File: config.mk
export PLATFORM = sky130hd
export DESIGN_NAME = brf_job_queue
export DESIGN_NICKNAME = d
export VERILOG_FILES = /design/src/rtl/brf_pkg.sv /design/src/rtl/brf_job_queue.sv
export VERILOG_INCLUDE_DIRS = /design/src /design/src/rtl
export SDC_FILE = /design/constraint.sdc
export NUM_CORES = 1
export LEC_CHECK = 0
export ABC_CLOCK_PERIOD_IN_PS = 2200
export BUFFER_PORTS_ARGS = -buffer_cell sky130_fd_sc_hd__buf_2
export CAP_MARGIN = 20
export CORE_AREA = 2 2 197 102
export CTS_BUF_LIST = sky130_fd_sc_hd__clkbuf_8
export CTS_CLUSTER_DIAMETER = 60
export DETAILED_ROUTE_END_ITERATION = 6
export DIE_AREA = 0 0 199 104
export GPL_ROUTABILITY_DRIVEN = 1
export SLEW_MARGIN = 20
export SYNTH_ARGS = -nofsm -noshare
export SYNTH_HDL_FRONTEND = slang
export SYNTH_SLANG_ARGS = --single-unit
export TNS_END_PERCENT = 5
File: constraint.sdc
create_clock -name clock -period 2.2 [get_ports clock]
set_input_delay 0.22 -clock clock [delete_from_list [all_inputs] [get_ports clock]]
set_output_delay 0.22 -clock clock [all_outputs]
set_load 0.01 [all_outputs]
File: src/rtl/assert_macros.svh
// assertion macros shared by the byte ring fifo modules
// expects signals named clock and reset in the including module
`ifndef ASSERT_MACROS_SVH
`define ASSERT_MACROS_SVH

// a condition that holds at every clock edge out of reset
`define BRF_ASSERT(label, expr, msg) \
   label: assert property (@(posedge clock) disable iff (reset) (expr)) else $error(msg);

// a condition that implies another in the next cycle
`define BRF_ASSERT_NEXT(label, ante, cons, msg) \
   label: assert property (@(posedge clock) disable iff (reset) (ante) |=> (cons)) \
      else $error(msg);

`endif

File: src/rtl/brf_pkg.sv
// types, codes and sizes for the byte ring fifo with peek and drop
// no dependencies
`timescale 1ns / 1ps

package brf_pkg;

   localparam int STORE_DEPTH = 2048;
   localparam int IDX_W       = 11;
   localparam int MAX_BURST   = 64;
   localparam int CNT_W       = $clog2(MAX_BURST + 1);
   localparam int QUEUE_DEPTH = 4;
   localparam int OUT_DEPTH   = 4;
   localparam logic [IDX_W-1:0] CAPACITY_RESET = 11'd1024;

   typedef enum logic [2:0] {
      CMD_WRITE   = 3'd0,
      CMD_READ    = 3'd1,
      CMD_PEEK    = 3'd2,
      CMD_DROP    = 3'd3,
      CMD_DISCARD = 3'd4,
      CMD_STATUS  = 3'd5
   } cmd_type;

   typedef enum logic [1:0] {
      ST_OK       = 2'd0,
      ST_NO_SPACE = 2'd1,
      ST_NO_DATA  = 2'd2,
      ST_BAD_LEN  = 2'd3
   } status_type;

   typedef struct packed {
      cmd_type           cmd;
      logic [7:0]        data_in;
      logic [IDX_W-1:0]  length;
      logic [IDX_W-1:0]  offset;
      logic              burst_last;
   } req_type;

   typedef struct packed {
      status_type        status;
      logic [7:0]        data_out;
      logic [IDX_W-1:0]  used_count;
      logic [IDX_W-1:0]  free_count;
      logic              last;
   } rsp_type;

   // work for the back end: count zero means one result without data
   typedef struct packed {
      status_type        status;
      logic [CNT_W-1:0]  count;
      logic [IDX_W-1:0]  pos;
      logic [IDX_W-1:0]  used_count;
      logic [IDX_W-1:0]  free_count;
   } job_type;

   typedef struct packed {
      logic              en;
      logic [IDX_W-1:0]  addr;
      logic [7:0]        data;
   } mem_wr_type;

endpackage

File: src/rtl/brf_job_queue.sv
// short job queue between the front end and the back end
// depends on brf_pkg and assert_macros.svh
`timescale 1ns / 1ps
`include "assert_macros.svh"

module brf_job_queue
   import brf_pkg::*;
(
   input  logic    clock,
   input  logic    reset,
   input  logic    push,
   input  job_type job_in,
   input  logic    pop,
   output job_type job_out,
   output logic    full,
   output logic    empty
);

   localparam int PTR_W = $clog2(QUEUE_DEPTH);
   localparam int CNT_QW = $clog2(QUEUE_DEPTH + 1);

   job_type             slot_ff [QUEUE_DEPTH];
   logic [PTR_W-1:0]    wr_ptr_ff;
   logic [PTR_W-1:0]    rd_ptr_ff;
   logic [CNT_QW-1:0]   count_ff;

   assign full    = (count_ff == CNT_QW'(QUEUE_DEPTH));
   assign empty   = (count_ff == '0);
   assign job_out = slot_ff[rd_ptr_ff];

   always_ff @(posedge clock) begin
      if (push) begin
         slot_ff[wr_ptr_ff] <= job_in;
      end
   end

   always_ff @(posedge clock) begin
      if (reset) begin
         wr_ptr_ff <= '0;
         rd_ptr_ff <= '0;
         count_ff  <= '0;
      end else begin
         if (push) begin
            wr_ptr_ff <= wr_ptr_ff + 1'b1;
         end
         if (pop) begin
            rd_ptr_ff <= rd_ptr_ff + 1'b1;
         end
         unique case ({push, pop})
            2'b10:   count_ff <= count_ff + 1'b1;
            2'b01:   count_ff <= count_ff - 1'b1;
            default: count_ff <= count_ff;
         endcase
      end
   end

   `BRF_ASSERT(a_queue_no_overflow, !(push && full && !pop), "job queue overflow")
   `BRF_ASSERT(a_queue_no_underflow, !(pop && empty), "job queue underflow")
   `BRF_ASSERT_NEXT(a_queue_push_lands, push && !pop, !empty, "pushed job lost")

endmodule

# Yosys cells after proc, flatten, opt, wreduce, memory -nomap -nowiden
# Memories as Yosys holds them, arrays and structs flattened. A register that Yosys moved wholly into a read port is not among the register bits.
# Index checks and enable logic that the tools add are counted.
totals:
  word_cells: 18
  ram_bits: 168
  n_memories: 1
  regBits: 7
  output_inout_bits: 44
  inputBits: 46
op_classes:
  mux: 5
  n_eq_ne: 3
  n_reduce_logical: 2
  n_addsub: 4
memory_table:
  columns: ["memory", "depth", "word_bits", "read_ports", "rd_clocked_by_memory_dff", "write_ports", "line", "rtl"]
  rows:
  - ["slot_ff", 4, 42, 1, 1, 1, "brf_job_queue.sv:22", "job_type slot_ff [QUEUE_DEPTH];"]
op_table:
  columns: ["cell", "count"]
  rows:
  - ["one-hot mux 3 bit (2 select lines)", 1]
  - ["adder 2 x 1 -> 2 bit, second input constant", 2]
  - ["2-to-1 mux 2 bit", 2]
  - ["adder 3 x 1 -> 3 bit, second input constant", 1]
  - ["== test 3 bit, second input constant", 1]
  - ["logical NOT 3 bit", 1]
  - ["subtractor 3 x 1 -> 3 bit, second input constant", 1]
  - ["== test 2 x 1 -> 1 bit, second input constant", 1]
  - ["== test 2 bit, second input constant", 1]
  - ["2-to-1 mux 1 bit", 2]
  - ["nonzero test 2 bit", 1]

# Depth between registers and ports, before layout
depth:
  ltp_word: 3
  depth_mapped: 7
  depth_no_buf: 7

# Least setup slack after synthesis
# Ideal clock, no wire load.
synth_timing:
  kind: "register to register"
  from: "reg wr_ptr_ff[0]"
  to: "mem slot_ff[2][0] in the netlist's numbering (enable)"
  setup_time_ps: 403
  period_less_slack_ps: 1959
  path_slack_ps: 241
  required_time_ps: 1797
  stages_incl_launch_ff: 4
  arrival_time_ps: 1555
  path_cell_list: "dfxtp_1 > inv_1 > ha_1 > and2_1"
synth_lines:
  columns: ["element", "line", "rtl"]
  rows:
  - ["start: declaration", "brf_job_queue.sv:23", "logic [PTR_W-1:0] wr_ptr_ff;"]
  - ["start signal: assignment", "brf_job_queue.sv:44", "wr_ptr_ff <= wr_ptr_ff + 1'b1;"]
  - ["end: declaration", "brf_job_queue.sv:22", null]
# No word-level cell before the write port.

==> reports/metrics.yaml <==
status: "completed"
drt-wirelength-per-cell_um: 18.1
timing.max_slew.rel_slack_pct: 69.6
num_vias: 3137
route.detailed.vias_per_inst: 4.51
floorplan.die.width_um: 199
synth-seq-cells: 177
cts_made_buffers: 17
timing.hold.ws_ns: 0.0585
r2r-start: "count_ff[0]"
global_route_wire_length_before_repair_mm: 19.0
drt-pass1-iter-count: 4
critPathLaunchType: "register"
timing.max_cap.violations: 0
detail_route.drc_violations: 0
p_leak_nw: 2.76
place.gp.congestion: 0.720
io-pin-count: 90
die-area_um2: 20700
synth_top_cells_by_count: "168 x sky130_fd_sc_hd__edfxtp_1, 40 x sky130_fd_sc_hd__mux4_2, 9 x sky130_fd_sc_hd__dfxtp_1"
slew_violations: 0
number_of_antenna_violations_at_the_first_check_in_global_routing: 1
dominantRegCellSynth: "sky130_fd_sc_hd__edfxtp_1"
cts_root_buf: "sky130_fd_sc_hd__clkbuf_8"
hpwl_mm: 7.46
number_of_enable_type_register_cells_in_the_synthesized_netlist: 168
filler_cell_count: 1671
critical_r2r_capture: "count_ff[2]"
cp-end-kind: "output port"
globalRouteTotalUtil_pct: 12.7
clockBufferDepth: 2
utilization_pct: 42.9
grt_pass1_vias: 3380
placement.cell_area_um2: 7350
drt_first_iter_violations: 117
fin_area_um2: 8180
cts_sinks: 177
timing.final.crit_period_ns: 2.00
finalSetupViolCount: 0
cts_repair_resize_count: 0
insertion_delay_of_the_later_clocked_pin_in_the_worst_skew_pair_ns: 0.45
finalClockSkew_ns: 0.0117
timing.setup.critical_path_class: "reg -> out"
htree_num_levels: 4
yosysSeqAreaShare_pct: 79.8
synthArstFlopShare_pct: 0
min_to: "count_ff[2]"
yosys_warnings: 0
synth_cell_types: 22
arrival_ns: 1.78
areaGrowthSynthToFinish_pct: 24.9
drt.antenna.violating_nets: 0
postSynthAreaPerCell_um2: 24.5
grt.overflow.total: 0
synth_top_cells_by_area: "sky130_fd_sc_hd__edfxtp_1 77%, sky130_fd_sc_hd__mux4_2 14%, sky130_fd_sc_hd__dfxtp_1 2.8%, sky130_fd_sc_hd__buf_12 1.2%, sky130_fd_sc_hd__ha_1 0.96%"
power_per_cell_area_nw_per_um2: 835
setup_total_negative_slack_ns: 0
chipHeight_um: 104
final-instance-count-excl-fill: 696
ff2ff_path_depth: 5
drive_above_1_share_pct: 41.0
fin_crit_sh_pct: 91.0
layout.nets: 469
tritoncts: "done"
worstHoldPathType: "in -> reg"
data_required_critical_path_ns: 1.98
synth.net_count: 319
grt_setup_unrepaired: "no"
hold-path-cell-count: 2
peakVddDrop_mv: 0.375
fin_total_pwr_mw: 6.83
pin_count_of_the_biggest_net_entering_global_routing: 43
numPortBuffers: 89
synth_largest_type_area_fraction_pct: 77.0
worst_slack_ns: 0.198
yosys.cell_count.top_type: "sky130_fd_sc_hd__edfxtp_1"
rows: 36
critical_path.max_fanout: 16
synth.largest_area_cell: "sky130_fd_sc_hd__edfxtp_1"
regToRegSetupSlack_ns: 0.66
timing_worst_slew_pin_value_ns: 0.456
min-delay-start: "reset"
drt_wl_total_mm: 12.6
max_freq_mhz: 499
initial_core_util_pct: 34.4
syn_area_um2: 6550
clk_pin_slew_ns: 0.09
final_hold_viol_count: 0
floorplan.core_area_um2: 19100
numPlacedInstances: 619
pre_cts_ws_ns: 0.450
netlist_instances: 267
==> per-layer routing <==
layer / GRT usage, % / part of all wire [%] / up-vias
li1: - / - / 1409
met1: 16.6 / 46 / 1642
met2: 19.9 / 47 / 75
met3: 4.70 / 6.2 / 11
met4: 3.52 / 0.81 / 0
met5: 0 / 0 / -
==> flip-flops by register name (all words and copies together), names as in the netlist, named ones only <==
signal     cells
count_ff       3
rd_ptr_ff      2
slot_ff      168
wr_ptr_ff      2
==> timing repair <==
| item | CTS | global route |
|---|---|---|
| buffers inserted | 3 | 0 |
| hold buffers | 42 | 0 |
| endpoints found under the setup margin | 29 | 0 |
| endpoints found under the hold margin | 168 | 0 |
==> placed cells by master (no fill, tap or decap) <==
cell type,instances
sky130_fd_sc_hd__clkbuf_8,17
sky130_fd_sc_hd__a21oi_1,2
sky130_fd_sc_hd__buf_2,89
sky130_fd_sc_hd__clkinvlp_4,3
sky130_fd_sc_hd__or3_1,1
sky130_fd_sc_hd__mux4_1,2
sky130_fd_sc_hd__nand2_1,1
sky130_fd_sc_hd__clkinv_1,1
sky130_fd_sc_hd__edfxtp_1,168
sky130_fd_sc_hd__buf_12,7
sky130_fd_sc_hd__clkinv_4,3
sky130_fd_sc_hd__bufinv_16,1
sky130_fd_sc_hd__and3_1,1
sky130_fd_sc_hd__inv_1,6
sky130_fd_sc_hd__and2_2,4
sky130_fd_sc_hd__ha_1,5
sky130_fd_sc_hd__nor2_1,8
sky130_fd_sc_hd__inv_6,5
sky130_fd_sc_hd__xnor2_1,2
sky130_fd_sc_hd__diode_2,1
sky130_fd_sc_hd__dfxtp_2,1
sky130_fd_sc_hd__dfxtp_1,7
sky130_fd_sc_hd__o21ai_0,1
sky130_fd_sc_hd__nor3_1,1
sky130_fd_sc_hd__xor2_1,3
sky130_fd_sc_hd__mux4_2,40
sky130_fd_sc_hd__clkinv_2,1
sky130_fd_sc_hd__dfxtp_4,1
sky130_fd_sc_hd__dlygate4sd3_1,42
sky130_fd_sc_hd__fa_1,1
sky130_fd_sc_hd__mux2i_1,1
sky130_fd_sc_hd__buf_4,4
==> cells by family after synthesis <==
logic type,Yosys count,synth area share [%]
AND/OR/NAND/NOR,16,1.17
multiplexers,43,14.7
XOR/XNOR,5,0.669
flip-flops,177,79.8
adder cells (fa/ha/maj),6,1.26
AO/OA/AOI/OAI,3,0.229
buffers and inverters,17,2.16
==> worst max-delay path by stage <==
stage / endpoint / slack (ns) / cells past startpoint
2_1_floorplan: slot_ff[2][0] / 0.24 / 3
3_3_place_gp: job_out[4] / 0.44 / 3
3_5_place_dp: job_out[4] / 0.45 / 3
4_1_cts: job_out[4] / 0.14 / 3
5_1_grt: job_out[4] / 0.09 / 3
6_report: job_out[4] / 0.20 / 3
==> worst max-delay path, cell delays in order (launching register included) <==
cell	delay [ns]
sky130_fd_sc_hd__dfxtp_4	0.43
sky130_fd_sc_hd__buf_12	0.20
sky130_fd_sc_hd__mux4_2	0.54
sky130_fd_sc_hd__buf_2	0.16
==> where the power goes <==
group	internal, mW	switching, mW
Sequential	3.86	0.0474
Combinational	0.408	0.408
Clock	0.905	1.20
Total	5.17	1.66
==> layout make-up <==
class                           instances  area, um^2  share of cell area, %
Timing Repair Buffer                  142        1040                   12.7
Clock buffer                           17         234                   2.86
Inverter                                6        22.5                  0.275
Multi-Input combinational cell         73        1190                   14.5
Tap cell                              266         333                   4.07
Sequential cell                       177        5230                   64.0
Antenna cell                            1        2.50                 0.0306
Clock inverter                         14         131                   1.61
(Power assumes the default switching activity.)
