`src/rtl/assert_macros.svh`:
```
// assertion macros shared by the byte ring fifo modules
// expects signals named clock and reset in the including module
`ifndef ASSERT_MACROS_SVH
`define ASSERT_MACROS_SVH

// a condition that holds at every clock edge out of reset
`define BRF_ASSERT(label, expr, msg) \
   label: assert property (@(posedge clock) disable iff (reset) (expr)) else $error(msg);

// a condition that implies another in the next cycle
`define BRF_ASSERT_NEXT(label, ante, cons, msg) \
   label: assert property (@(posedge clock) disable iff (reset) (ante) |=> (cons)) \
      else $error(msg);

`endif

```
`src/rtl/brf_pkg.sv`:
```
// types, codes and sizes for the byte ring fifo with peek and drop
// no dependencies
`timescale 1ns / 1ps

package brf_pkg;

   localparam int STORE_DEPTH = 2048;
   localparam int IDX_W       = 11;
   localparam int MAX_BURST   = 64;
   localparam int CNT_W       = $clog2(MAX_BURST + 1);
   localparam int QUEUE_DEPTH = 4;
   localparam int OUT_DEPTH   = 4;
   localparam logic [IDX_W-1:0] CAPACITY_RESET = 11'd1024;

   typedef enum logic [2:0] {
      CMD_WRITE   = 3'd0,
      CMD_READ    = 3'd1,
      CMD_PEEK    = 3'd2,
      CMD_DROP    = 3'd3,
      CMD_DISCARD = 3'd4,
      CMD_STATUS  = 3'd5
   } cmd_type;

   typedef enum logic [1:0] {
      ST_OK       = 2'd0,
      ST_NO_SPACE = 2'd1,
      ST_NO_DATA  = 2'd2,
      ST_BAD_LEN  = 2'd3
   } status_type;

   typedef struct packed {
      cmd_type           cmd;
      logic [7:0]        data_in;
      logic [IDX_W-1:0]  length;
      logic [IDX_W-1:0]  offset;
      logic              burst_last;
   } req_type;

   typedef struct packed {
      status_type        status;
      logic [7:0]        data_out;
      logic [IDX_W-1:0]  used_count;
      logic [IDX_W-1:0]  free_count;
      logic              last;
   } rsp_type;

   // work for the back end: count zero means one result without data
   typedef struct packed {
      status_type        status;
      logic [CNT_W-1:0]  count;
      logic [IDX_W-1:0]  pos;
      logic [IDX_W-1:0]  used_count;
      logic [IDX_W-1:0]  free_count;
   } job_type;

   typedef struct packed {
      logic              en;
      logic [IDX_W-1:0]  addr;
      logic [7:0]        data;
   } mem_wr_type;

endpackage

```
`src/rtl/brf_front.sv`:
```
// front end: takes items and config writes, keeps head, tail and fill state,
// writes bytes and posts result jobs; depends on brf_pkg and assert_macros.svh
`timescale 1ns / 1ps
`include "assert_macros.svh"

module brf_front
   import brf_pkg::*;
(
   input  logic             clock,
   input  logic             reset,
   input  logic             req_valid,
   input  req_type          req_payload,
   output logic             req_stall,
   input  logic             csr_valid,
   output logic             csr_ready,
   input  logic [IDX_W-1:0] csr_wdata,
   input  logic             queue_full,
   input  logic             back_idle,
   output logic             job_push,
   output job_type          job,
   output mem_wr_type       mem_wr,
   output logic [IDX_W-1:0] capacity
);

   logic [IDX_W-1:0] capacity_ff, capacity_in;
   logic [IDX_W-1:0] head_ff, head_in;
   logic [IDX_W-1:0] tail_ff, tail_in;
   logic [IDX_W-1:0] used_ff, used_in;
   logic             burst_ff, burst_in;
   logic             rejected_ff, rejected_in;

   logic             accept;
   logic             csr_write;
   logic [IDX_W-1:0] free_now;
   logic [IDX_W:0]   slots;

   function automatic logic [IDX_W-1:0] ring_add(input logic [IDX_W-1:0] base,
                                                 input logic [IDX_W-1:0] step,
                                                 input logic [IDX_W:0]   ring);
      logic [IDX_W:0] sum;
      sum = {1'b0, base} + {1'b0, step};
      if (sum >= ring) begin
         sum = sum - ring;
      end
      return sum[IDX_W-1:0];
   endfunction

   assign csr_ready = 1'b1;
   assign csr_write = csr_valid && csr_ready;
   assign capacity  = capacity_ff;
   assign free_now  = capacity_ff - used_ff;
   assign slots     = {1'b0, capacity_ff} + 1'b1;

   // items wait out a capacity write; writes wait until every posted job is issued
   assign req_stall = queue_full || csr_valid ||
                      (req_payload.cmd == CMD_WRITE && !back_idle);
   assign accept    = req_valid && !req_stall;

   always_comb begin
      logic             first;
      logic             rej;
      logic [IDX_W-1:0] offs_eff;
      logic [IDX_W:0]   span;

      capacity_in = capacity_ff;
      head_in     = head_ff;
      tail_in     = tail_ff;
      used_in     = used_ff;
      burst_in    = burst_ff;
      rejected_in = rejected_ff;
      job_push    = 1'b0;
      job         = '0;
      job.status  = ST_OK;
      mem_wr      = '0;
      first       = !burst_ff;
      rej         = 1'b0;
      offs_eff    = (req_payload.cmd == CMD_PEEK) ? req_payload.offset : '0;
      span        = {1'b0, offs_eff} + {1'b0, req_payload.length};

      if (csr_write) begin
         capacity_in = csr_wdata;
         head_in     = '0;
         tail_in     = '0;
         used_in     = '0;
      end else if (accept) begin
         if (req_payload.cmd != CMD_WRITE) begin
            burst_in    = 1'b0;
            rejected_in = 1'b0;
         end
         unique case (req_payload.cmd)
            CMD_WRITE: begin
               if (first) begin
                  rej = (req_payload.length == '0) || (req_payload.length > free_now);
                  if (req_payload.length != '0 && req_payload.length > free_now) begin
                     job_push   = 1'b1;
                     job.status = ST_NO_SPACE;
                  end
               end else begin
                  rej = rejected_ff;
               end
               if (!rej && used_ff < capacity_ff) begin
                  mem_wr.en   = 1'b1;
                  mem_wr.addr = tail_ff;
                  mem_wr.data = req_payload.data_in;
                  tail_in     = (tail_ff == capacity_ff) ? '0 : tail_ff + 1'b1;
                  used_in     = used_ff + 1'b1;
               end
               burst_in    = !req_payload.burst_last;
               rejected_in = !req_payload.burst_last && rej;
            end
            CMD_READ, CMD_PEEK: begin
               job_push = 1'b1;
               if (req_payload.length == '0) begin
                  job.status = ST_OK;
               end else if (req_payload.length > IDX_W'(MAX_BURST)) begin
                  job.status = ST_BAD_LEN;
               end else if ({1'b0, used_ff} < span) begin
                  job.status = ST_NO_DATA;
               end else begin
                  job.status = ST_OK;
                  job.count  = req_payload.length[CNT_W-1:0];
                  job.pos    = ring_add(head_ff, offs_eff, slots);
                  if (req_payload.cmd == CMD_READ) begin
                     head_in = ring_add(head_ff, req_payload.length, slots);
                     used_in = used_ff - req_payload.length;
                  end
               end
            end
            CMD_DROP: begin
               job_push = 1'b1;
               if (req_payload.length > used_ff) begin
                  job.status = ST_NO_DATA;
               end else begin
                  head_in = ring_add(head_ff, req_payload.length, slots);
                  used_in = used_ff - req_payload.length;
               end
            end
            CMD_DISCARD: begin
               job_push = 1'b1;
               head_in  = '0;
               tail_in  = '0;
               used_in  = '0;
            end
            default: begin
               job_push = 1'b1;
            end
         endcase
      end

      job.used_count = used_in;
      job.free_count = capacity_in - used_in;
   end

   always_ff @(posedge clock) begin
      if (reset) begin
         capacity_ff <= CAPACITY_RESET;
         head_ff     <= '0;
         tail_ff     <= '0;
         used_ff     <= '0;
         burst_ff    <= 1'b0;
         rejected_ff <= 1'b0;
      end else begin
         capacity_ff <= capacity_in;
         head_ff     <= head_in;
         tail_ff     <= tail_in;
         used_ff     <= used_in;
         burst_ff    <= burst_in;
         rejected_ff <= rejected_in;
      end
   end

   `BRF_ASSERT(a_used_within_capacity, used_ff <= capacity_ff, "fill above capacity")
   `BRF_ASSERT(a_write_only_when_idle, !mem_wr.en || back_idle, "byte written during read")
   `BRF_ASSERT_NEXT(a_store_counts, mem_wr.en, used_ff == $past(used_ff) + 1'b1,
                    "stored byte not counted")

endmodule

```
`config.mk`:
```
export PLATFORM = sky130hd
export DESIGN_NAME = brf_front
export DESIGN_NICKNAME = d
export VERILOG_FILES = /design/src/rtl/brf_pkg.sv /design/src/rtl/brf_front.sv
export VERILOG_INCLUDE_DIRS = /design/src /design/src/rtl
export SDC_FILE = /design/constraint.sdc
export NUM_CORES = 1
export LEC_CHECK = 0
export BUFFER_PORTS_ARGS = -buffer_cell sky130_fd_sc_hd__buf_2
export CORE_UTILIZATION = 44
export DETAILED_ROUTE_END_ITERATION = 8
export GPL_ROUTABILITY_DRIVEN = 0
export GPL_TIMING_DRIVEN = 0
export HOLD_SLACK_MARGIN = 0.08
export PLACE_DENSITY = 0.73
export SETUP_SLACK_MARGIN = 0.05
export SKIP_LAST_GASP = 1
export SLEW_MARGIN = 20
export SYNTH_ARGS = -nofsm -noshare
export SYNTH_HDL_FRONTEND = slang
export SYNTH_SLANG_ARGS = --single-unit
```
`constraint.sdc`:
```
create_clock -name clock -period 10.5 [get_ports clock]
set_input_delay 2.1 -clock clock [delete_from_list [all_inputs] [get_ports clock]]
set_output_delay 2.1 -clock clock [all_outputs]
set_load 0.01 [all_outputs]
```
Word level (Yosys, flattened, before mapping)
Cells that the tools add are included.

$add $sub $neg: 11. Order comparisons: 7. Eq/ne operators: 11. Multiplexer cells: 51. Bitwise operators: 1. Reductions and logical operators: 24.

Operator list (count): 11-bit 2-to-1 mux (19); 20-bit 2-to-1 mux (6); 18-bit 2-to-1 mux (4); 11-bit subtractor (5); 11-bit case mux with 4 select lines (1); 11-bit by 11-bit adder with 12-bit output (3); 11-bit case mux with 3 select lines (1); 12-bit >= comparator (2); 11-bit by 1-bit adder with 11-bit output, second input constant (2); 11-bit > comparator (2); 11-bit case mux with 2 select lines (1); 1-bit 2-to-1 mux (14); 11-bit by 1-bit adder with 12-bit output, second input constant (1); 11-bit by 12-bit less-than comparator with 1-bit output (1); 11-bit == test (1); 11-bit by 7-bit > comparator with 1-bit output, second input constant (1); 11-bit logical NOT (1); 11-bit less-than comparator (1); 11-bit nonzero test (1); 2-bit inequality test, second input constant (5); 2-bit 2-to-1 mux (4); 7-bit AND reduction (1); 3-bit by 2-bit == test with 1-bit output, second input constant (2); 2-bit case mux with 3 select lines (1); other kinds (12) (25).

Register bits after elaboration: 46. Logic and storage cells: 111.

Logic depth before layout (Yosys ltp)
Gate-level depths: netlist of run 1.

Word-level depth: 14. Mapped depth: 37.

Worst setup path before layout of run 1
OpenSTA, ideal clock, no wires.

Path kind: input to output. Start point: in req_payload[31] in the netlist's numbering. End point: out job[10] in the netlist's numbering. Arrival: 8.901 ns. Required time: 8.400 ns. Path slack: -0.501 ns. Cell stages on the path: 36. Path buffers: 3. Cells stage by stage: buf_2 > nor3b_1 > clkbuf_1 > nand2_1 > xnor2_1 > ha_1 > a21oi_1 > a21oi_1 > maj3_1 > a21o_1 > nand3_1 > a21boi_0 > o41ai_1 > xor2_1 > ha_1 > a2111o_1 > a21oi_1 > o31ai_1 > and4b_1 > buf_6 > o21bai_4 > or2_1 > nor3_1 > a2111oi_2 > ha_1 > inv_1 > fa_1 > nand2_1 > nand2_1 > a21oi_1 > o21ai_0 > or4_1 > a31o_2 > a21oi_1 > xnor2_1 > xnor2_1.

RTL lines: start, declared (RTL line brf_front.sv:12) `input req_type req_payload,`; end, declared (RTL line brf_front.sv:20) `output job_type job,`.

==> flow_summary.json, run 1 <==
{
  "yosys.area_share.simple_pct": 27.0,
  "seq_area_um2": 921,
  "synthMuxAreaShare_pct": 2.59,
  "intPower_mw": 0.391,
  "fmax_mhz": 96.0,
  "dieWidth_um": 133,
  "drv_slew": 0,
  "drv_cap": 0,
  "pre_cts_ws_ns": -0.852,
  "cts_tree": "built",
  "crit_arrival_ns": 8.32,
  "initialDrtViolationCount": 449,
  "comb_power_share_pct": 44.6,
  "place_inst": 1367,
  "ys.flop_type": "dfxtp_1",
  "start_util_pct": 45.1,
  "cts_buffers": 5,
  "cp_slowest_cell": "or4_4",
  "avgViaCountPerCell": 5.71,
  "ys_ff_latch": 46,
  "seq_area_frac_synth_pct": 12.3,
  "crit_top_cell": "a21oi_2",
  "synthArstFlopShare_pct": 0,
  "grt_max_degree": 18,
  "clk_pin_slew_ns": 0.08,
  "relSlewSlack_pct": 28.0,
  "ctsHoldBuffers": 0,
  "powerDensity_nw_per_um2": 72.4,
  "wl_per_cell_um": 17.1,
  "nNetsFinal": 1337,
  "portBuffers": 123,
  "synth_edf_count": 0,
  "cts_max_level": 2,
  "ys_types": 79,
  "nFillCells": 1625,
  "antenna_found_initial": 0,
  "tightestPinTransition_ns": 1.07,
  "crit_path_end_kind": "output port",
  "cp_top_family": "compound AO/OA/AOI/OAI gates",
  "layout-drive-gt1-share_pct": 19.8,
  "die-area_um2": 17600,
  "cts_root_buffer": "clkbuf_16",
  "vias": 7950,
  "synth_compound_area_share_pct": 22.0,
  "grt_pass1_vias": 7313,
  "core.rowCount": 47,
  "critPathBufInv": 6,
  "start_kind": "input pin",
  "layout_setup_ws_ns": 0.0844,
  "synth_adder_area_share_pct": 20.0,
  "io_pins": 127,
  "multi_input_area_um2": 6430,
  "mostFrequentLayoutCells": "nor2_1 (125), buf_2 (123), ha_1 (104)",
  "ir_drop_v": 0.0000691,
  "ctsLongestPathBuffers": 2,
  "fin_crit_sh_pct": 99.2,
  "synth_top_family_by_area": "simple AND/OR/NAND/NOR gates",
  "power_leakage_nw": 4.10,
  "diodes": 0,
  "cp_max_fo": 5,
  "rsz0062_at_grt": "yes",
  "worst_skew_pair.late_latency_ns": 0.30,
  "drtPass1Iterations": 5,
  "synth_warnings": 0,
  "setup_violations": 0,
  "drt-total-wl_um": 23800,
  "dpl-instance-area_um2": 8490,
  "synth_xor_area_share_pct": 10.9,
  "hpwlAfterDp_um": 19000,
  "p_sw_mw": 0.258,
  "final_area_um2": 8950,
  "drcViolationCount": 0,
  "clkSinkCount": 46,
  "overflow": 0,
  "ant_nets": 0,
  "finalHoldViolCount": 0,
  "globalRouteTotalUtil_pct": 26.6,
  "swShare_pct": 39.7,
  "required_ns": 8.40,
  "die_h_um": 133,
  "seqPwrFrac_pct": 28.5,
  "finClkSkew_ns": 0.00379,
  "layout.cells.non_filler": 1392,
  "max_stage_delay_ns": 0.43,
  "min_period_ns": 10.42,
  "areaGrowthSynthToFinish_pct": 19.3,
  "clockPowerShare_pct": 26.9,
  "syn_inst": 1024,
  "crit_type": "in2out",
  "grt_pass1_wl_um": 37200,
  "status": "finished clean",
  "final_common_cell": "nor2_1",
  "syn-num-nets": 1190,
  "min_path_type": "reg2reg",
  "avgSynthCellArea_um2": 7.33,
  "synth_area_um2": 7500,
  "core-area_um2": 16600
}
layer usage:
| metal | vias to the layer above | track usage [%] | share of wire [%] |
|---|---|---|---|
| li1 | 3979 | - | - |
| met1 | 3623 | 35.2 | 45 |
| met2 | 298 | 44.6 | 46 |
| met3 | 50 | 2.45 | 5.9 |
| met4 | 0 | 10.3 | 3.5 |
| met5 | - | 0 | 0 |
state kept, by name, summed over array words and instances (netlist names):
| name | flops |
|---|---|
| head_ff | 11 |
| rejected_ff | 1 |
| capacity | 11 |
| burst_ff | 1 |
| tail_ff | 11 |
| used_ff | 11 |
final cells by class:
cell class                      count  area share [%]
Clock buffer                        5            1.40
Buffer                             34            1.89
Timing Repair Buffer              141            8.61
Sequential cell                    46            10.3
Tap cell                          220            3.08
Clock inverter                      3           0.308
Inverter                           63            2.64
Multi-Input combinational cell    880            71.8
worst reg2reg max path: stages, from the launching register on:
cell	delay (ns)
dfxtp_1	0.44
inv_1	0.19
ha_1	0.19
inv_1	0.06
fa_1	0.40
a21o_1	0.18
a21oi_1	0.21
o21bai_1	0.10
a21oi_1	0.23
o21bai_1	0.08
a21oi_1	0.23
o21bai_1	0.10
a21oi_1	0.17
xor2_1	0.09
ha_1	0.29
nand4_1	0.08
nor4_1	0.28
nor3_1	0.12
o41a_2	0.50
nor4_2	0.89
clkbuf_1	0.43
o21ai_0	0.16
a211oi_1	0.25
synthesized netlist by cell type (8+ instances only):
master | instances | share of area (%)
nor4_1 | 11 | 0.92
or2_2 | 12 | 1.0
nand3_1 | 27 | 1.8
and3_1 | 27 | 2.3
a21oi_1 | 75 | 5.0
nand4_1 | 17 | 1.4
nand2b_1 | 8 | 0.67
inv_1 | 62 | 3.1
xor2_1 | 32 | 3.7
mux2_2 | 11 | 1.7
and2_1 | 17 | 1.4
clkbuf_1 | 25 | 1.3
nor2b_1 | 21 | 1.8
o21ai_0 | 33 | 2.2
nand2_1 | 71 | 3.6
a21o_1 | 22 | 2.2
nor2_1 | 126 | 6.3
o21bai_1 | 10 | 1.0
o21a_1 | 10 | 1.0
a211oi_1 | 11 | 1.1
dfxtp_1 | 46 | 12
o2bb2ai_1 | 12 | 1.4
ha_1 | 109 | 18
nor3_1 | 45 | 3.0
xnor2_1 | 61 | 7.1
kinds of logic (layout without fill, tap and decap cells):
group / Yosys count / after routing
adders and majority gates: 117 / 117
DFF: 46 / 46
xor gates and xnor gates: 93 / 93
other: 1 / 1
AOI/OAI and AO/OA: 242 / 242
and+or+nand+nor: 409 / 409
muxes: 18 / 18
buffers and inverters: 98 / 246
stage by stage:
step | power (mW) | util [%] | TNS, ns | hold slack [ns]
after floorplan | 0.388 | - | 0 | 0.464
after global placement | 0.458 | 51.0 | -1.84 | 0.487
after detailed placement | 0.462 | 51.0 | -2.12 | 0.492
after CTS | 0.644 | 53.4 | 0 | 0.502
after global routing | 0.690 | 53.8 | -0.326 | 0.511
final | 0.648 | 53.8 | 0 | 0.503
power by group through the flow:
stage | clock network (mW) | registers, mW | logic, mW
floorplan | 0 | 0.187 | 0.201
finish | 0.174 | 0.185 | 0.289
CTS | 0.176 | 0.185 | 0.283
detailed placement | 0 | 0.189 | 0.273
global route | 0.184 | 0.185 | 0.320
global placement | 0 | 0.188 | 0.269
worst paths after layout:
path                            slack [ns]          end       startpoint  cells past startpoint
worst min-delay path                  0.50  head_ff[10]      head_ff[10]                      1
worst min register to register        0.50  head_ff[10]      head_ff[10]                      1
worst max-delay path                  0.08      job[10]  req_payload[31]                     37
worst max register to register        4.77   used_ff[0]      capacity[0]                     22
repair_timing:
item / in CTS / in global routing
setup buffers: 12 / 6
pin swaps: 34 / 17
hold endpoints to repair: 0 / 0
gates resized for setup: 35 / 12
setup endpoints to repair: 6 / 3
Power figures use the tool's default switching activity.
==> run 2, diff against run 1 <==
Settings changed: CTS_BUF_LIST set to sky130_fd_sc_hd__clkbuf_8.
==> flow_summary.json, run 2 (synthesis gave the netlist of run 1 again) <==
{
  "vias": 8022,
  "cp-endpoint": "job[10]",
  "ir_drop_v": 0.0000553,
  "ctsLongestPathBuffers": 2,
  "crit_top_cell": "a21oi_2",
  "crit_type": "in2out",
  "powerDensity_nw_per_um2": 67.7,
  "power_leakage_nw": 4.08,
  "initialDrtViolationCount": 502,
  "rsz0062_at_grt": "yes",
  "drt-total-wl_um": 23900,
  "die_h_um": 133,
  "drtPass1Iterations": 5,
  "die-area_um2": 17600,
  "globalRouteTotalUtil_pct": 26.6,
  "setup_violations": 0,
  "cts_buffers": 5,
  "cts_root_buffer": "clkbuf_8",
  "nNetsFinal": 1337,
  "cp_slowest_cell": "or4_4",
  "cts_max_level": 2,
  "cp_max_fo": 5,
  "finClkSkew_ns": 0.00923,
  "drcViolationCount": 0,
  "fin_setup_tns_ns": 0,
  "intPower_mw": 0.350,
  "comb_power_share_pct": 48.1,
  "hpwlAfterDp_um": 19000,
  "layout-drive-gt1-share_pct": 19.9,
  "dieWidth_um": 133,
  "r2r-start": "used_ff[0]",
  "mostFrequentLayoutCells": "nor2_1 (125), buf_2 (123), ha_1 (104)",
  "r2r_end": "used_ff[0]",
  "core.rowCount": 47,
  "seqPwrFrac_pct": 30.6,
  "grt_max_degree": 18,
  "start_util_pct": 45.1,
  "min_period_ns": 10.45,
  "worst_skew_pair.late_latency_ns": 0.33,
  "rrSetupSlack_ns": 4.74,
  "avgViaCountPerCell": 5.76,
  "fmax_mhz": 95.7,
  "reg2regPathDepth": 21,
  "grt_pass1_wl_um": 37200,
  "clkSinkCount": 46,
  "grt_pass1_vias": 7302,
  "crit_path_end_kind": "output port",
  "antenna_found_initial": 0,
  "fin_crit_sh_pct": 99.6,
  "start_kind": "input pin",
  "portBuffers": 123,
  "finalHoldViolCount": 0,
  "worstSetupStartpoint": "req_payload[31]",
  "p_sw_mw": 0.255,
  "core-area_um2": 16600,
  "drv_slew": 0,
  "max_stage_delay_ns": 0.43,
  "tightestPinTransition_ns": 1.10,
  "cts_tree": "built",
  "place_inst": 1367,
  "min_path_type": "reg2reg",
  "relSlewSlack_pct": 25.8,
  "io_pins": 127,
  "clockPowerShare_pct": 21.3,
  "overflow": 0,
  "wl_per_cell_um": 17.1,
  "required_ns": 8.40,
  "areaGrowthSynthToFinish_pct": 19.0,
  "ant_nets": 0,
  "status": "finished clean",
  "final_common_cell": "nor2_1",
  "layout.cells.non_filler": 1393,
  "crit_arrival_ns": 8.35,
  "swShare_pct": 42.2,
  "clk_pin_slew_ns": 0.11,
  "drv_cap": 0
}
==> run 2: worst min path at each step <==
stage / start / end / slack, ns / cells after the start
after CTS: head_ff[10] / head_ff[10] / 0.51 / 1
after detailed placement: head_ff[10] / head_ff[10] / 0.49 / 1
after global placement: head_ff[10] / head_ff[10] / 0.49 / 1
after floorplan: head_ff[0] / head_ff[0] / 0.46 / 1
after global routing: head_ff[10] / head_ff[10] / 0.52 / 1
final: head_ff[10] / head_ff[10] / 0.51 / 1
==> run 2: what timing repair did <==
action | CTS | global route
pin swaps | 34 | 19
hold buffers | 0 | 0
buffers inserted | 12 | 6
endpoints found under the setup margin | 6 | 3
endpoints found under the hold margin | 0 | 0
gates resized for setup | 35 | 16
==> run 2: stage by stage <==
step / total power [mW] / setup WS [ns] / hold slack, ns / instance area, um^2 / util [%]
2_1_floorplan: 0.388 / 0.126 / 0.464 / 7590 / -
3_3_place_gp: 0.458 / -0.826 / 0.487 / 8480 / 51.0
3_5_place_dp: 0.462 / -0.852 / 0.492 / 8490 / 51.0
4_1_cts: 0.598 / 0.0506 / 0.507 / 8820 / 53.0
5_1_grt: 0.646 / -0.218 / 0.516 / 8930 / 53.6
6_report: 0.605 / 0.0461 / 0.509 / 8930 / 53.7
==> run 2: worst max-delay path, delay by kind of cell <==
| kind | cells | cell delay [ns] |
|---|---|---|
| AOI/OAI and AO/OA | 12 | 2.07 |
| buffers and inverters | 6 | 0.71 |
| xor gates and xnor gates | 4 | 0.64 |
| and+or+nand+nor | 10 | 1.48 |
| adders and majority gates | 5 | 1.34 |
==> run 2: metal layers <==
metal	global-route usage, %	routed length [um]	up-vias
met1	35.2	10600	3681
li1	-	-	3986
met3	2.95	1410	54
met5	0	0	-
met2	44.4	11000	301
met4	9.83	839	0
==> run 2: power groups by stage <==
| stage | Clock [mW] | Combinational, mW | Sequential, mW |
|---|---|---|---|
| global route | 0.139 | 0.322 | 0.185 |
| floorplan | 0 | 0.201 | 0.187 |
| detailed placement | 0 | 0.273 | 0.189 |
| global placement | 0 | 0.269 | 0.188 |
| CTS | 0.130 | 0.283 | 0.185 |
| finish | 0.129 | 0.291 | 0.185 |
==> run 2: cell type report <==
class,instances,area (um^2)
timing repair buffer,141,771
buffer,34,169
antenna,1,2.50
multi-input combinational,880,6460
inverter,63,236
tap,220,275
fill,1630,7710
sequential,46,921
clock buffer,5,68.8
clock inverter,3,27.5
==> run 3, diff against run 2 <==
Settings changed: BUFFER_PORTS_ARGS -buffer_cell sky130_fd_sc_hd__buf_2 to -buffer_cell sky130_fd_sc_hd__buf_4, CAP_MARGIN set to 5, GPL_TIMING_DRIVEN 0 to not set.
==> flow_summary.json, run 3 (synthesis gave the netlist of run 1 again) <==
{
  "status": "finished clean",
  "core-area_um2": 16600,
  "tightestPinTransition_ns": 1.01,
  "min_path_type": "reg2reg",
  "crit_arrival_ns": 8.21,
  "relSlewSlack_pct": 32.5,
  "ctsHoldBuffers": 0,
  "ctsLongestPathBuffers": 2,
  "start_util_pct": 45.1,
  "cts_max_level": 2,
  "ir_drop_v": 0.0000574,
  "grt_pass1_wl_um": 38000,
  "diodes": 0,
  "fin_util_pct": 54.4,
  "layout.cells.non_filler": 1367,
  "crit_type": "in2out",
  "vias": 8010,
  "overflow": 0,
  "portBuffers": 125,
  "rrSetupSlack_ns": 5.21,
  "die_h_um": 133,
  "required_ns": 8.40,
  "grt_pass1_vias": 7576,
  "avgViaCountPerCell": 5.86,
  "cts_buffers": 5,
  "holdPathStages": 1,
  "worstHoldStart": "head_ff[10]",
  "drtPass1Iterations": 6,
  "wl_per_cell_um": 17.7,
  "drv_cap": 0,
  "areaGrowthSynthToFinish_pct": 20.6,
  "mostFrequentLayoutCells": "buf_4 (145), nor2_1 (125), ha_1 (104)",
  "fmax_mhz": 97.0,
  "min_period_ns": 10.31,
  "worst_skew_pair.late_latency_ns": 0.34,
  "crit_path_end_kind": "output port",
  "layout-drive-gt1-share_pct": 20.4,
  "r2r-start": "capacity[0]",
  "initialDrtViolationCount": 615,
  "r2r_end": "used_ff[8]",
  "max_stage_delay_ns": 0.48,
  "min_to": "head_ff[10]",
  "reg2regPathDepth": 22,
  "rsz0062_at_grt": "yes",
  "fin_crit_sh_pct": 98.1,
  "ant_nets": 0,
  "final_common_cell": "buf_4",
  "nNetsFinal": 1312,
  "clk_pin_slew_ns": 0.10,
  "place_inst": 1351,
  "grt_max_degree": 35,
  "dieWidth_um": 133,
  "core.rowCount": 47,
  "start_kind": "input pin",
  "drcViolationCount": 0,
  "io_pins": 127,
  "finClkSkew_ns": 0.0118,
  "power_leakage_nw": 4.08,
  "holdWs_ns": 0.502,
  "die-area_um2": 17600,
  "cts_tree": "built",
  "cp_max_fo": 5,
  "cp_slowest_cell": "a2111o_2",
  "powerDensity_nw_per_um2": 68.0,
  "hpwlAfterDp_um": 19300,
  "setup_violations": 0,
  "cts_root_buffer": "clkbuf_8",
  "clkSinkCount": 46,
  "antenna_found_initial": 0,
  "globalRouteTotalUtil_pct": 27.1,
  "drt-total-wl_um": 24200,
  "finalHoldViolCount": 0,
  "drv_slew": 0
}
==> run 3: critical path: cells and delay by family <==
| kind | cells | cell delay (ns) |
|---|---|---|
| simple gates | 9 | 1.44 |
| xor+xnor | 3 | 0.45 |
| buf+inv | 4 | 0.41 |
| compound gates | 15 | 2.79 |
| fa+ha+maj | 4 | 1.00 |
==> run 3: timing repair <==
item,CTS,global route
buffers inserted,0,8
pin swaps,3,31
setup endpoints to repair,1,4
resized for setup,3,35
==> run 3: layer usage <==
metal  vias up  global-route usage (%)  wire, um  share of wire [%]
li1       3940                       -         -                  -
met1      3656                    33.6     10300                 43
met2       344                    46.1     11300                 47
met3        70                    4.56      1760                7.2
met4         0                    11.3       795                3.3
met5         -                       0         0                  0
==> run 3: through the flow <==
stage	TNS (ns)	setup WS, ns	instance area, um^2	power [mW]
2_1_floorplan	0	0.126	7590	0.388
5_1_grt	-0.133	-0.133	9050	0.655
3_5_place_dp	-0.0834	-0.0834	8770	0.476
4_1_cts	0	0.0717	8870	0.606
6_report	0	0.195	9050	0.615
3_3_place_gp	0	0.0593	8770	0.472
==> run 3: area by class of cell <==
type / instances / area (um^2)
Timing Repair Buffer: 150 / 1140
Clock buffer: 5 / 68.8
Inverter: 63 / 236
Multi-Input combinational cell: 880 / 6380
Fill cell: 1634 / 7590
Tap cell: 220 / 275
Clock inverter: 3 / 27.5
Sequential cell: 46 / 921
==> run 3: power by group <==
group	switching (mW)	internal, mW	leakage, nW
sequential	0.00768	0.177	0.373
combinational	0.169	0.132	3.66
clock	0.0806	0.0496	0.0467
total	0.257	0.358	4.08
==> run 3: worst max-delay path by stage <==
stage,startpoint,end,slack [ns],depth (start not counted)
2_1_floorplan,req_payload[31],job[10],0.13,35
3_3_place_gp,req_payload[32],job[10],0.06,35
3_5_place_dp,req_payload[32],job[10],-0.08,35
4_1_cts,req_payload[32],job[10],0.07,35
5_1_grt,req_payload[31],job[10],-0.13,35
6_report,req_payload[32],job[10],0.19,35
